**src/rtl/aft_pkg.sv**
```systemverilog
package aft_pkg;

	localparam int ADDR_W    = 40;
	localparam int TIME_W    = 32;
	localparam int AGE_W     = 16;
	localparam int LEN_W     = 6;
	localparam int IDXO_W    = 4;
	localparam int CFG_IDX_W = 2;
	localparam int IN_W      = 48;
	localparam int OUT_W     = 16;

	localparam logic [LEN_W-1:0] MIN_REJECT_LEN = 6'd11;
	localparam logic [AGE_W-1:0] AGE_RESET      = 16'd210;

	typedef enum logic [1:0] {
		OP_LEARN   = 2'd0,
		OP_REFRESH = 2'd1,
		OP_FORWARD = 2'd2,
		OP_TICK    = 2'd3
	} op_t;

	typedef enum logic [2:0] {
		ROUTE_NONE      = 3'd0,
		ROUTE_GATEWAY   = 3'd1,
		ROUTE_LOCAL     = 3'd2,
		ROUTE_DISCOVERY = 3'd3,
		ROUTE_RADIO     = 3'd4,
		ROUTE_DEFAULT   = 3'd5
	} route_t;

	typedef enum logic [CFG_IDX_W-1:0] {
		CFG_GATEWAY   = 2'd0,
		CFG_LOCAL     = 2'd1,
		CFG_DISCOVERY = 2'd2,
		CFG_MAX_AGE   = 2'd3
	} cfg_idx_t;

	typedef enum logic [1:0] {
		S_IDLE,
		S_START,
		S_SCAN,
		S_FIN
	} state_t;

	// which result the datapath latches
	typedef enum logic [2:0] {
		RES_NONE,
		RES_CFG,
		RES_HIT,
		RES_MISS,
		RES_NEW,
		RES_FULL
	} res_sel_t;

	typedef struct packed {
		logic     load;
		logic     scan_clr;
		logic     scan_en;
		logic     now_inc;
		logic     wr_hit;
		logic     wr_new;
		logic     res_load;
		res_sel_t res_sel;
		logic     out_load;
	} cmd_t;

	typedef struct packed {
		op_t  op;
		logic short_len;
		logic cfg_hit;
		logic hit;
		logic scan_done;
		logic tbl_full;
		logic out_free;
	} stat_t;

endpackage

```
**src/rtl/aft_ctrl.sv**
```systemverilog
module aft_ctrl
	import aft_pkg::*;
(
	input  logic   clk,
	input  logic   arst_n,
	input  logic   s_tvalid,
	output logic   s_tready,
	input  stat_t  stat,
	output cmd_t   cmd
);

	state_t state_q, state_d;

	// state register
	always_ff @(posedge clk or negedge arst_n) begin
		if (!arst_n) begin
			state_q <= S_IDLE;
		end else begin
			state_q <= state_d;
		end
	end

	// next state and commands
	always_comb begin
		state_d  = state_q;
		cmd      = '0;
		s_tready = 1'b0;
		unique case (state_q)
			S_IDLE: begin
				s_tready = 1'b1;
				if (s_tvalid) begin
					cmd.load = 1'b1;
					state_d  = S_START;
				end
			end
			S_START: begin
				unique case (stat.op)
					OP_TICK: begin
						cmd.now_inc  = 1'b1;
						cmd.res_load = 1'b1;
						cmd.res_sel  = RES_NONE;
						state_d      = S_FIN;
					end
					OP_FORWARD: begin
						if (stat.short_len) begin
							cmd.res_load = 1'b1;
							cmd.res_sel  = RES_NONE;
							state_d      = S_FIN;
						end else if (stat.cfg_hit) begin
							cmd.res_load = 1'b1;
							cmd.res_sel  = RES_CFG;
							state_d      = S_FIN;
						end else begin
							cmd.scan_clr = 1'b1;
							state_d      = S_SCAN;
						end
					end
					default: begin
						cmd.scan_clr = 1'b1;
						state_d      = S_SCAN;
					end
				endcase
			end
			S_SCAN: begin
				cmd.scan_en = 1'b1;
				if (stat.hit) begin
					cmd.res_load = 1'b1;
					cmd.res_sel  = RES_HIT;
					cmd.wr_hit   = (stat.op != OP_FORWARD);
					state_d      = S_FIN;
				end else if (stat.scan_done) begin
					cmd.res_load = 1'b1;
					if (stat.op == OP_LEARN) begin
						if (stat.tbl_full) begin
							cmd.res_sel = RES_FULL;
						end else begin
							cmd.res_sel = RES_NEW;
							cmd.wr_new  = 1'b1;
						end
					end else begin
						cmd.res_sel = RES_MISS;
					end
					state_d = S_FIN;
				end
			end
			S_FIN: begin
				if (stat.out_free) begin
					cmd.out_load = 1'b1;
					state_d      = S_IDLE;
				end
			end
			default: begin
				state_d = S_IDLE;
			end
		endcase
	end

endmodule

```
**src/rtl/aft_dp.sv**
```systemverilog
module aft_dp
	import aft_pkg::*;
#(
	parameter int TABLE_DEPTH = 16
) (
	input  logic                 clk,
	input  logic                 arst_n,
	input  logic [IN_W-1:0]      s_tdata,
	output logic                 m_tvalid,
	input  logic                 m_tready,
	output logic [OUT_W-1:0]     m_tdata,
	input  logic                 cfg_we,
	input  logic [CFG_IDX_W-1:0] cfg_index,
	input  logic [ADDR_W-1:0]    cfg_data,
	input  cmd_t                 cmd,
	output stat_t                stat
);

	localparam int IDX_W = (TABLE_DEPTH > 1) ? $clog2(TABLE_DEPTH) : 1;
	localparam int CNT_W = $clog2(TABLE_DEPTH + 1);

	// configuration
	logic [ADDR_W-1:0] gateway_q, local_q, discovery_q;
	logic [AGE_W-1:0]  max_age_q;

	// item
	op_t               op_q;
	logic [ADDR_W-1:0] addr_q;
	logic [LEN_W-1:0]  len_q;

	// table state
	logic [TIME_W-1:0] now_q;
	logic [CNT_W-1:0]  count_q;
	logic [ADDR_W-1:0] addr_mem [TABLE_DEPTH];
	logic [TIME_W-1:0] time_mem [TABLE_DEPTH];

	// scan
	logic [CNT_W-1:0]  rd_ptr_q;
	logic              cmp_v_s1;
	logic [IDX_W-1:0]  cmp_idx_s1;
	logic [ADDR_W-1:0] rd_addr_s1;
	logic [TIME_W-1:0] rd_time_s1;

	// result and output
	route_t            res_route_q;
	logic              res_found_q;
	logic [IDXO_W-1:0] res_idx_q;
	logic              res_full_q;
	logic              out_v_q;
	logic [OUT_W-1:0]  out_q;

	logic              rd_en;
	logic [TIME_W-1:0] age;
	logic              fresh;
	logic              hit;
	logic [IDX_W-1:0]  new_idx;
	logic [IDX_W-1:0]  wr_idx;
	logic [IDX_W+IDXO_W-1:0] hit_idx_ext;
	logic [IDX_W+IDXO_W-1:0] new_idx_ext;
	route_t            cfg_route;

	assign rd_en   = cmd.scan_en && (rd_ptr_q < count_q);
	assign age     = now_q - rd_time_s1;
	assign fresh   = (age <= {{(TIME_W-AGE_W){1'b0}}, max_age_q});
	assign hit     = cmp_v_s1 && (rd_addr_s1 == addr_q) && ((op_q != OP_FORWARD) || fresh);
	assign new_idx = count_q[IDX_W-1:0];
	assign wr_idx  = cmd.wr_new ? new_idx : cmp_idx_s1;
	assign hit_idx_ext = {{IDXO_W{1'b0}}, cmp_idx_s1};
	assign new_idx_ext = {{IDXO_W{1'b0}}, new_idx};

	// address priority: gateway, local, discovery
	always_comb begin
		if (addr_q == gateway_q) begin
			cfg_route = ROUTE_GATEWAY;
		end else if (addr_q == local_q) begin
			cfg_route = ROUTE_LOCAL;
		end else if (addr_q == discovery_q) begin
			cfg_route = ROUTE_DISCOVERY;
		end else begin
			cfg_route = ROUTE_NONE;
		end
	end

	// status towards the controller
	always_comb begin
		stat.op        = op_q;
		stat.short_len = (len_q <= MIN_REJECT_LEN);
		stat.cfg_hit   = (cfg_route != ROUTE_NONE);
		stat.hit       = hit;
		stat.scan_done = !cmp_v_s1 && !(rd_ptr_q < count_q);
		stat.tbl_full  = (count_q == CNT_W'(TABLE_DEPTH));
		stat.out_free  = !out_v_q || m_tready;
	end

	// configuration writes
	always_ff @(posedge clk or negedge arst_n) begin
		if (!arst_n) begin
			gateway_q   <= '0;
			local_q     <= '0;
			discovery_q <= '0;
			max_age_q   <= AGE_RESET;
		end else if (cfg_we) begin
			unique case (cfg_idx_t'(cfg_index))
				CFG_GATEWAY:   gateway_q   <= cfg_data;
				CFG_LOCAL:     local_q     <= cfg_data;
				CFG_DISCOVERY: discovery_q <= cfg_data;
				CFG_MAX_AGE:   max_age_q   <= cfg_data[AGE_W-1:0];
				default: ;
			endcase
		end
	end

	// capture the accepted beat
	always_ff @(posedge clk) begin
		if (cmd.load) begin
			op_q   <= op_t'(s_tdata[1:0]);
			addr_q <= s_tdata[ADDR_W+1:2];
			len_q  <= s_tdata[ADDR_W+LEN_W+1:ADDR_W+2];
		end
	end

	// seconds counter and fill count
	always_ff @(posedge clk or negedge arst_n) begin
		if (!arst_n) begin
			now_q   <= '0;
			count_q <= '0;
		end else begin
			if (cmd.now_inc) begin
				now_q <= now_q + 1'b1;
			end
			if (cmd.wr_new) begin
				count_q <= count_q + 1'b1;
			end
		end
	end

	// table write port
	always_ff @(posedge clk) begin
		if (cmd.wr_new) begin
			addr_mem[wr_idx] <= addr_q;
		end
		if (cmd.wr_new || cmd.wr_hit) begin
			time_mem[wr_idx] <= now_q;
		end
	end

	// table read port, registered
	always_ff @(posedge clk) begin
		if (rd_en) begin
			rd_addr_s1 <= addr_mem[rd_ptr_q[IDX_W-1:0]];
			rd_time_s1 <= time_mem[rd_ptr_q[IDX_W-1:0]];
			cmp_idx_s1 <= rd_ptr_q[IDX_W-1:0];
		end
	end

	// scan pointer and compare-stage valid
	always_ff @(posedge clk or negedge arst_n) begin
		if (!arst_n) begin
			rd_ptr_q <= '0;
			cmp_v_s1 <= 1'b0;
		end else if (cmd.scan_clr) begin
			rd_ptr_q <= '0;
			cmp_v_s1 <= 1'b0;
		end else begin
			cmp_v_s1 <= rd_en;
			if (rd_en) begin
				rd_ptr_q <= rd_ptr_q + 1'b1;
			end
		end
	end

	// latch the result
	always_ff @(posedge clk) begin
		if (cmd.res_load) begin
			res_route_q <= ROUTE_NONE;
			res_found_q <= 1'b0;
			res_idx_q   <= '0;
			res_full_q  <= 1'b0;
			unique case (cmd.res_sel)
				RES_CFG: begin
					res_route_q <= cfg_route;
				end
				RES_HIT: begin
					res_route_q <= (op_q == OP_FORWARD) ? ROUTE_RADIO : ROUTE_NONE;
					res_found_q <= 1'b1;
					res_idx_q   <= hit_idx_ext[IDXO_W-1:0];
				end
				RES_MISS: begin
					res_route_q <= (op_q == OP_FORWARD) ? ROUTE_DEFAULT : ROUTE_NONE;
				end
				RES_NEW: begin
					res_idx_q <= new_idx_ext[IDXO_W-1:0];
				end
				RES_FULL: begin
					res_full_q <= 1'b1;
				end
				default: ;
			endcase
		end
	end

	// output register
	always_ff @(posedge clk) begin
		if (cmd.out_load) begin
			out_q <= {{(OUT_W-9){1'b0}}, res_full_q, res_idx_q, res_found_q, res_route_q};
		end
	end

	always_ff @(posedge clk or negedge arst_n) begin
		if (!arst_n) begin
			out_v_q <= 1'b0;
		end else if (cmd.out_load) begin
			out_v_q <= 1'b1;
		end else if (m_tready) begin
			out_v_q <= 1'b0;
		end
	end

	assign m_tvalid = out_v_q;
	assign m_tdata  = out_q;

endmodule

```
**src/rtl/aging_forwarding_table.sv**
```systemverilog
// Forwarding table with entry aging. Each input beat is a learn, refresh,
// forward or one-second tick, and yields exactly one result beat. Learn,
// refresh and forward (when the packet length is above 11 and the
// destination is not one of the three configured addresses) walk the table
// slots in order, one slot a cycle through a registered single-port read.
// One item is worked on at a time, but the next beat is taken while the
// previous result still waits in the output register. Registers, written
// through cfg_we/cfg_index/cfg_data: 0 gateway address, 1 local address,
// 2 discovery address, 3 maximum age in seconds (reset 210). The user must
// write them only while the block is idle; the block itself does not enforce it.
module aging_forwarding_table
	import aft_pkg::*;
#(
	parameter int TABLE_DEPTH = 16
) (
	input  logic                 clk,
	input  logic                 arst_n,
	input  logic                 s_tvalid,
	output logic                 s_tready,
	input  logic [IN_W-1:0]      s_tdata,   // operation[1:0], dest_address[41:2], packet_length[47:42]
	output logic                 m_tvalid,
	input  logic                 m_tready,
	output logic [OUT_W-1:0]     m_tdata,   // route[2:0], found[3], entry_index[7:4], table_full[8]
	input  logic                 cfg_we,
	input  logic [CFG_IDX_W-1:0] cfg_index,
	input  logic [ADDR_W-1:0]    cfg_data
);

	cmd_t  cmd;
	stat_t stat;

	// sequencer
	aft_ctrl u_ctrl (
		.clk      (clk),
		.arst_n   (arst_n),
		.s_tvalid (s_tvalid),
		.s_tready (s_tready),
		.stat     (stat),
		.cmd      (cmd)
	);

	// table, counters and result path
	aft_dp #(
		.TABLE_DEPTH (TABLE_DEPTH)
	) u_dp (
		.clk       (clk),
		.arst_n    (arst_n),
		.s_tdata   (s_tdata),
		.m_tvalid  (m_tvalid),
		.m_tready  (m_tready),
		.m_tdata   (m_tdata),
		.cfg_we    (cfg_we),
		.cfg_index (cfg_index),
		.cfg_data  (cfg_data),
		.cmd       (cmd),
		.stat      (stat)
	);

endmodule

```
**config.mk**
```make
export PLATFORM = sky130hd
export DESIGN_NAME = aging_forwarding_table
export DESIGN_NICKNAME = d
export VERILOG_FILES = /design/src/rtl/aft_pkg.sv /design/src/rtl/aft_ctrl.sv /design/src/rtl/aft_dp.sv /design/src/rtl/aging_forwarding_table.sv
export SDC_FILE = /design/constraint.sdc
export NUM_CORES = 1
export LEC_CHECK = 0
export BUFFER_PORTS_ARGS = -buffer_cell sky130_fd_sc_hd__buf_4
export CAP_MARGIN = 20
export CORE_MARGIN = 4
export CORE_UTILIZATION = 55
export CTS_BUF_LIST = sky130_fd_sc_hd__clkbuf_4 sky130_fd_sc_hd__clkbuf_8
export DETAILED_ROUTE_END_ITERATION = 8
export PLACE_DENSITY = 0.79
export SLEW_MARGIN = 20
export SYNTH_ARGS = -nofsm -noshare
export SYNTH_HDL_FRONTEND = slang
export SYNTH_SLANG_ARGS = --single-unit
```
**constraint.sdc**
```tcl
create_clock -name clk -period 7.59 [get_ports clk]
set_input_delay 0.3795 -clock clk [delete_from_list [all_inputs] [get_ports clk]]
set_output_delay 0.3795 -clock clk [all_outputs]
set_load 0.02 [all_outputs]
```
==> flow_summary_export.csv, run 1 <==
group,metric,value,unit
outcome,status,"finished clean",
cells_and_area,syn_to_final_growth,14.3,%
detailed_routing,drc,0,
floorplanning,coreArea,107000,um2
power_and_ir_drop,pwr-share-comb,0.189,
synthesis,async_flop_share,0.123,
synthesis,synth_compound_area_frac,0.0193,
floorplanning,dieArea,113000,um2
floorplanning,placementRows,120,
power_and_ir_drop,p_seq_frac,0.489,
placed_design,pre_cts_ws,1.77,ns
global_routing,grt.total_usage,0.248,
clocking,htreeDepth,4,
timing,hold_violations,0,
setup_path,critPathArrivalTime,6.45,ns
timing,fin_ws,1.64,ns
power_and_ir_drop,intPower,15.0,mW
synthesis,synth_xor_area_frac,0.0317,
clocking,cts_setup_buffers,0,
synthesis,synth_edf_count,1292,
timing,skew,0.0781,ns
clocking,cts_sinks,1474,
setup_path,crit_fanout,20,
synthesis,synth_top_family_by_area,"multiplexers",
detailed_routing,postRouteAntennaNets,0,
cells_and_area,utilization,0.633,
detailed_routing,via_count,30500,
clocking,root_buffer,"clkbuf_8",
power_and_ir_drop,power.leakage,22.8,nW
global_routing,grt_max_degree,162,
timing,setup_tns,0,ns
power_and_ir_drop,power_switching,5.61,mW
synthesis,synthMuxAreaShare,0.164,
run,drv_cap,0,
synthesis,synth_top_area_frac,0.655,
synthesis,synth_simple_gate_area_share,0.0270,
synthesis,ys_seq_area_frac,0.732,
power_and_ir_drop,power_density,304,nW/um2
power_and_ir_drop,p_sw_frac,0.273,
cells_and_area,nets,3447,
setup_path,ff2ff_path_depth,19,
placed_design,place_congestion,0.938,
synthesis,syn_avg_cell_area,20.3,um2
global_routing,grt_overflow,0,
synthesis,ys_warn_count,0,
timing,period_needed,5.95,ns
timing,slew_violations,0,
synthesis,synthFlopType,"edfxtp_1",
cells_and_area,fill_cells,6923,
detailed_routing,wl_per_cell,28.3,um
timing,fmax,168,MHz
power_and_ir_drop,ir_worst_vdd,0.205,mV
floorplanning,die_h,336,um
detailed_routing,drtIter0Drc,3735,
clocking,clkTransAtPathRegs,0.07,ns
min_path,hold_path.class,"input pin to flip-flop",
timing,grt_setup_unrepaired,"false",
synthesis,syn_area,59200,um2
synthesis,synth_area_leaders,"edfxtp_1, mux4_2, dfrtp_1",
placed_design,port_buffers,103,
setup_path,path_class,"flip-flop to flip-flop",
timing,worst_pin_slew,1.17,ns
global_routing,grt_first_pass_wirelength,205,mm
floorplanning,dieWidth,336,um
floorplanning,initial_core_util,0.554,
clocking,cts_buffer_depth,3,
clocking,numCtsBuffers,220,
floorplanning,io_pins,113,
setup_path,setup.worst_path.start_class,"flip-flop",
synthesis,ys_types,73,
detailed_routing,wl,138,mm
synthesis,synth_fa_ha_area_frac,0.0128,
synthesis,syn_inst,2916,
global_routing,grt_pass1_vias,31500,
detailed_routing,dr.pass1.iters,5,
timing,setup_viol_count_final,0,
setup_path,required,8.09,ns
synthesis,yosys.area.top_type,"edfxtp_1",
power_and_ir_drop,power.share.clock,0.322,
timing,slew_headroom,0.223,
detailed_routing,via_per_inst,6.24,
clocking,clock_latency,0.92,ns
clocking,cts_tree,"done",
cells_and_area,drive_gt1_frac,0.317,
min_path,min_delay_path_depth,2,
timing,finalCritPeriodShare,0.784,
global_routing,antenna_found_initial,4,
placed_design,hpwl,78.4,mm
setup_path,endpoint_kind,"flip-flop",
synthesis,synth_seq_cells,1474,
metal layers:
layer  vias to the layer above  routed length, um  global-route usage
li1                      12600                  -                   -
met1                     15800              52100               0.337
met2                      1745              69300               0.411
met3                       308              12700              0.0490
met4                         0               4320              0.0825
met5                         -                  0                   0
final cells by class:
type                       instances  area (um2)  share of cell area
inverter                          70         263             0.00388
timing repair buffer             266        2310              0.0341
clock inverter                   103         801              0.0118
antenna                            3        7.51            0.000111
sequential                      1474       43400               0.641
clock buffer                     305        3790              0.0560
multi-input combinational       1260       15400               0.227
tap                             1403        1760              0.0259
layout by cell type (no fill, tap or decap), drive strengths merged, types with 83 or more instances in the layout:
master,synthesis,layout
edfxtp,1292,1292
mux4,360,360
clkbuf,72,306
dfrtp,178,178
buf,46,175
mux2,140,140
xor2,118,118
xnor2,96,96
dlygate4sd3,0,90
clkinv,0,83
cells in the mapped netlist (3+ instances only):
cell and number:
o21a_1 7, and4_1 5, a21oi_1 48, o21bai_1 3
xor2_1 118, o2111ai_1 3, and3_1 18, a31oi_1 6
nand3b_1 4, nand3_1 29, edfxtp_1 1292, a22o_1 3
nor2b_1 7, dfrtp_1 178, o31ai_1 3, a21boi_0 4
or3_1 5, nor4_1 35, mux2i_1 3, nor3_1 8
nand4_1 41, xnor2_1 96, dfstp_2 4, inv_1 70
buf_4 8, mux4_2 360, a211oi_1 8, ha_1 59
a21oi_2 3, buf_2 5, and2_1 5, o311a_1 3
mux2_2 140, nor2_1 79, nand2b_1 10, buf_1 32
a21o_1 13, clkbuf_1 72, nand2_1 55, o211ai_1 5
o21ai_0 28
power groups by stage:
stage | Combinational (mW) | Sequential, mW | Clock [mW]
6_report | 3.90 | 10.1 | 6.62
5_1_grt | 4.18 | 10.1 | 7.14
4_1_cts | 3.89 | 10.1 | 6.73
3_5_place_dp | 3.83 | 10.2 | 0
3_3_place_gp | 3.72 | 10.2 | 0
2_1_floorplan | 2.76 | 10.1 | 0
stage by stage:
step | std cells | hold slack [ns] | instance area (um2) | power (mW)
global placement | 4381 | 0.412 | 62100 | 13.9
global route | 4883 | 0.159 | 67700 | 21.4
detailed placement | 4381 | 0.406 | 62100 | 14.1
floorplan | 2922 | 0.0839 | 59200 | 12.8
CTS | 4878 | 0.122 | 67600 | 20.7
finish | 4884 | 0.187 | 67700 | 20.6
critical path, cell delays in order, from the launching register on:
cell,delay (ns)
dfrtp_1,0.71
inv_1,0.10
ha_1,0.23
fa_1,0.40
and2b_1,0.23
o2111ai_1,0.17
a211o_1,0.41
and2_1,0.19
xnor2_1,0.16
ha_1,0.20
a21o_1,0.15
a21o_1,0.17
a21oi_1,0.16
and3b_1,0.18
a21oi_1,0.10
a211oi_1,0.20
nand4_1,0.22
a2111oi_4,0.59
o21ai_2,0.16
a31oi_1,0.79
state kept, by name, indices dropped and copies added, names as in the netlist, 2 cells and up:
signal / count
u_dp.op_q: 2
u_dp.rd_time_s1: 32
u_dp.now_q: 32
u_dp.len_q: 4
u_dp.gateway_q: 40
u_dp.rd_ptr_q: 5
u_dp.count_q: 5
u_dp.discovery_q: 40
u_dp.addr_q: 40
u_dp.cmp_idx_s1: 4
u_dp.addr_mem: 640
u_dp.m_tdata: 9
u_dp.time_mem: 512
u_dp.res_idx_q: 4
u_dp.max_age_q: 16
u_ctrl.state_q: 2
u_dp.local_q: 40
u_dp.res_route_q: 3
u_dp.rd_addr_s1: 40
timing repair:
| item | CTS | global route |
|---|---|---|
| gates resized for setup | 0 | 0 |
| hold buffers | 89 | 1 |
| hold endpoints to repair | 302 | 1 |
worst paths after layout:
kind | endpoint | start | slack, ns
setup / recovery | u_dp.res_idx_q[0]$_DFFE_PP_ | u_dp.now_q[0]$_DFFE_PN0P_ | 1.64
hold / removal | u_dp.addr_q[7]$_DFFE_PP_ | s_tdata[9] | 0.19
setup reg to reg | u_dp.res_idx_q[0]$_DFFE_PP_ | u_dp.now_q[0]$_DFFE_PN0P_ | 1.64
hold reg to reg | u_dp.m_tdata[6]$_DFFE_PP_ | u_dp.res_idx_q[2]$_DFFE_PP_ | 0.42
max in group asynchronous | u_dp.rd_ptr_q[2]$_DFFE_PN0P_ | arst_n | 5.20
min in group asynchronous | u_dp.count_q[4]$_DFFE_PN0P_ | arst_n | 0.59
logic make-up after synthesis:
family / after synthesis
AO/OA/AOI/OAI: 165
XOR/XNOR: 214
adder cells (fa/ha/maj): 60
buffers and inverters: 188
flip-flops: 1474
multiplexers: 503
other: 1
AND/OR/NAND/NOR: 311
Power figures use the tool's default switching activity.
==> run 2, diff against run 1 <==
Clock period 7.59 ns to 5.75 ns, I/O delays scaled along.
==> run 2 against run 1 <==
Against the previous run: sequential share of layout area is 0.52 points lower; fmax increased by 11%; via count grew 1.4%; cell count up 0.96%; global-route usage increased by 0.56 points; clock-buffer cell count down 11; worst hold slack got worse by 0.075 ns; die area unchanged; clock power rose by 31%; clock skew decreased by 0.021 ns; critical path type unchanged; largest cell class unchanged.
==> flow_summary_export.csv, run 2 (synthesis gave the netlist of run 1 again) <==
group,metric,value,unit
outcome,status,"finished clean",
timing,setup_viol_count_final,0,
power_and_ir_drop,ir_worst_vdd,0.303,mV
global_routing,grt_pass1_vias,32100,
timing,slew_headroom,0.241,
timing,hold_violations,0,
cells_and_area,nets,3486,
global_routing,grt_first_pass_wirelength,208,mm
cells_and_area,reg_top3,"u_dp.addr_mem: 640 flops, u_dp.time_mem: 512 flops",
detailed_routing,drc,0,
detailed_routing,via_count,30900,
timing,period_needed,5.34,ns
timing,finalCritPeriodShare,0.929,
cells_and_area,fill_cells,6849,
clocking,cts_buffer_depth,3,
cells_and_area,regArea,43400,um2
detailed_routing,via_per_inst,6.26,
global_routing,grt_overflow,0,
clocking,clock_latency,0.92,ns
setup_path,rr_endpoint,"u_dp.res_route_q[0]$_DFFE_PP_",
cells_and_area,fin_cells,4931,
detailed_routing,drtIter0Drc,3425,
cells_and_area,drive_gt1_frac,0.322,
setup_path,ff2ff_path_depth,17,
power_and_ir_drop,power_density,399,nW/um2
setup_path,crit_fanout,21,
clocking,htreeDepth,4,
floorplanning,dieArea,113000,um2
floorplanning,io_pins,113,
timing,fin_ws,0.410,ns
setup_path,r2r_setup_slack,0.41,ns
cells_and_area,syn_to_final_growth,15.3,%
cells_and_area,regMostFlops,"u_dp.addr_mem",
placed_design,port_buffers,103,
min_path,hold_path.class,"input pin to flip-flop",
timing,grt_setup_unrepaired,"false",
power_and_ir_drop,design_power_total,27.3,mW
placed_design,place_congestion,0.910,
timing,fmax,187,MHz
clocking,cts_tree,"done",
placed_design,pre_cts_ws,0.544,ns
clocking,cts_resized,0,
clocking,clkTransAtPathRegs,0.06,ns
setup_path,endpoint_kind,"flip-flop",
run,drv_cap,0,
placed_design,place_inst,4419,
min_path,worstHoldStart,"s_tdata[30]",
cells_and_area,layout_common_cells,"edfxtp_1, mux4_2, clkbuf_8",
timing,setup_tns,0,ns
cells_and_area,largest_reg_flops,640,
placed_design,hpwl,81.5,mm
power_and_ir_drop,power.leakage,23.0,nW
timing,skew,0.0568,ns
timing,worst_pin_slew,1.14,ns
floorplanning,die_h,336,um
floorplanning,dieWidth,336,um
clocking,cts_sinks,1474,
detailed_routing,wl_per_cell,28.8,um
setup_path,critPathArrivalTime,5.94,ns
floorplanning,placementRows,120,
detailed_routing,postRouteAntennaNets,0,
detailed_routing,wl,142,mm
setup_path,required,6.34,ns
setup_path,rr_startpoint,"u_dp.now_q[4]$_DFFE_PN0P_",
floorplanning,initial_core_util,0.554,
clocking,root_buffer,"clkbuf_8",
global_routing,grt_max_degree,145,
setup_path,setup.worst_path.start_class,"flip-flop",
setup_path,path_class,"flip-flop to flip-flop",
cells_and_area,mostFrequentLayoutCell,"edfxtp_1",
global_routing,grt.total_usage,0.254,
cells_and_area,utilization,0.638,
cells_and_area,multi_input_comb_area,15400,um2
min_path,min_to,"u_dp.addr_q[28]$_DFFE_PP_",
clocking,numCtsBuffers,221,
timing,slew_violations,0,
detailed_routing,dr.pass1.iters,7,
floorplanning,coreArea,107000,um2
min_path,min_delay_path_depth,2,
global_routing,antenna_found_initial,4,
[run 2: cell types whose count changed in the layout (fill, tap and decap cells not counted), moves of 2 or more]
cell,before,now
buf_4,169,185
inv_6,1,3
buf_12,3,26
clkbuf_4,65,60
inv_8,2,4
clkinv_2,36,41
clkbuf_8,241,235
inv_16,0,2
clkinv_1,45,56
[run 2: per-layer routing]
metal | vias up | track usage | wire (um)
met5 | - | 0 | 0
met4 | 0 | 0.0976 | 5340
met3 | 316 | 0.0463 | 12800
met2 | 1783 | 0.424 | 71400
met1 | 16100 | 0.338 | 52500
li1 | 12700 | - | -
[run 2: stage by stage]
| stage | hold WS (ns) | cell area [um2] |
|---|---|---|
| floorplan | -0.00809 | 59200 |
| global placement | 0.407 | 62700 |
| detailed placement | 0.406 | 62700 |
| CTS | 0.0402 | 68200 |
| global route | 0.0742 | 68200 |
| finish | 0.112 | 68200 |
[run 2: where the power goes]
part,switching (mW),internal (mW)
Sequential,0.418,12.6
Combinational,3.03,2.50
Clock,4.05,4.66
Total,7.49,19.8
[run 2: critical path, cell delays in order (launching register included)]
cell and delay (ns):
dfrtp_1 0.78, ha_1 0.42, a21o_1 0.23, a21oi_1 0.24, nand2_1 0.16, a211oi_1 0.44
xnor2_1 0.26, ha_1 0.32, a21o_1 0.18, a21oi_1 0.20, and3b_1 0.19, a21oi_1 0.11
a211oi_1 0.21, nand4_1 0.23, a2111oi_4 0.54, o21ai_2 0.15, a31oi_1 0.19, buf_4 0.20
[run 2: cell type report]
class,instances,area share
Sequential cell,1474,0.636
Multi-Input combinational cell,1260,0.225
Clock buffer,294,0.0538
Timing Repair Buffer,304,0.0422
Tap cell,1403,0.0257
Clock inverter,122,0.0133
Inverter,70,0.00385
Antenna cell,4,0.000147
[run 2: worst max-delay path by stage]
stage	slack, ns	end	from	cells after the start
after floorplan	0.17	u_dp.rd_ptr_q[3]$_DFFE_PN0P_	u_dp.count_q[1]$_DFFE_PN0P_	10
after global placement	0.57	u_dp.res_idx_q[2]$_DFFE_PP_	u_dp.now_q[4]$_DFFE_PN0P_	17
after detailed placement	0.54	u_dp.res_idx_q[1]$_DFFE_PP_	u_dp.now_q[4]$_DFFE_PN0P_	17
after CTS	0.52	u_dp.res_route_q[0]$_DFFE_PP_	u_dp.now_q[4]$_DFFE_PN0P_	17
after global routing	0.12	u_dp.res_route_q[0]$_DFFE_PP_	u_dp.now_q[4]$_DFFE_PN0P_	17
final	0.41	u_dp.res_route_q[0]$_DFFE_PP_	u_dp.now_q[4]$_DFFE_PN0P_	17
[run 2: timing repair]
action	4_1_cts	5_1_grt
hold endpoints to repair	289	20
hold buffers	89	1
buffers inserted	0	0
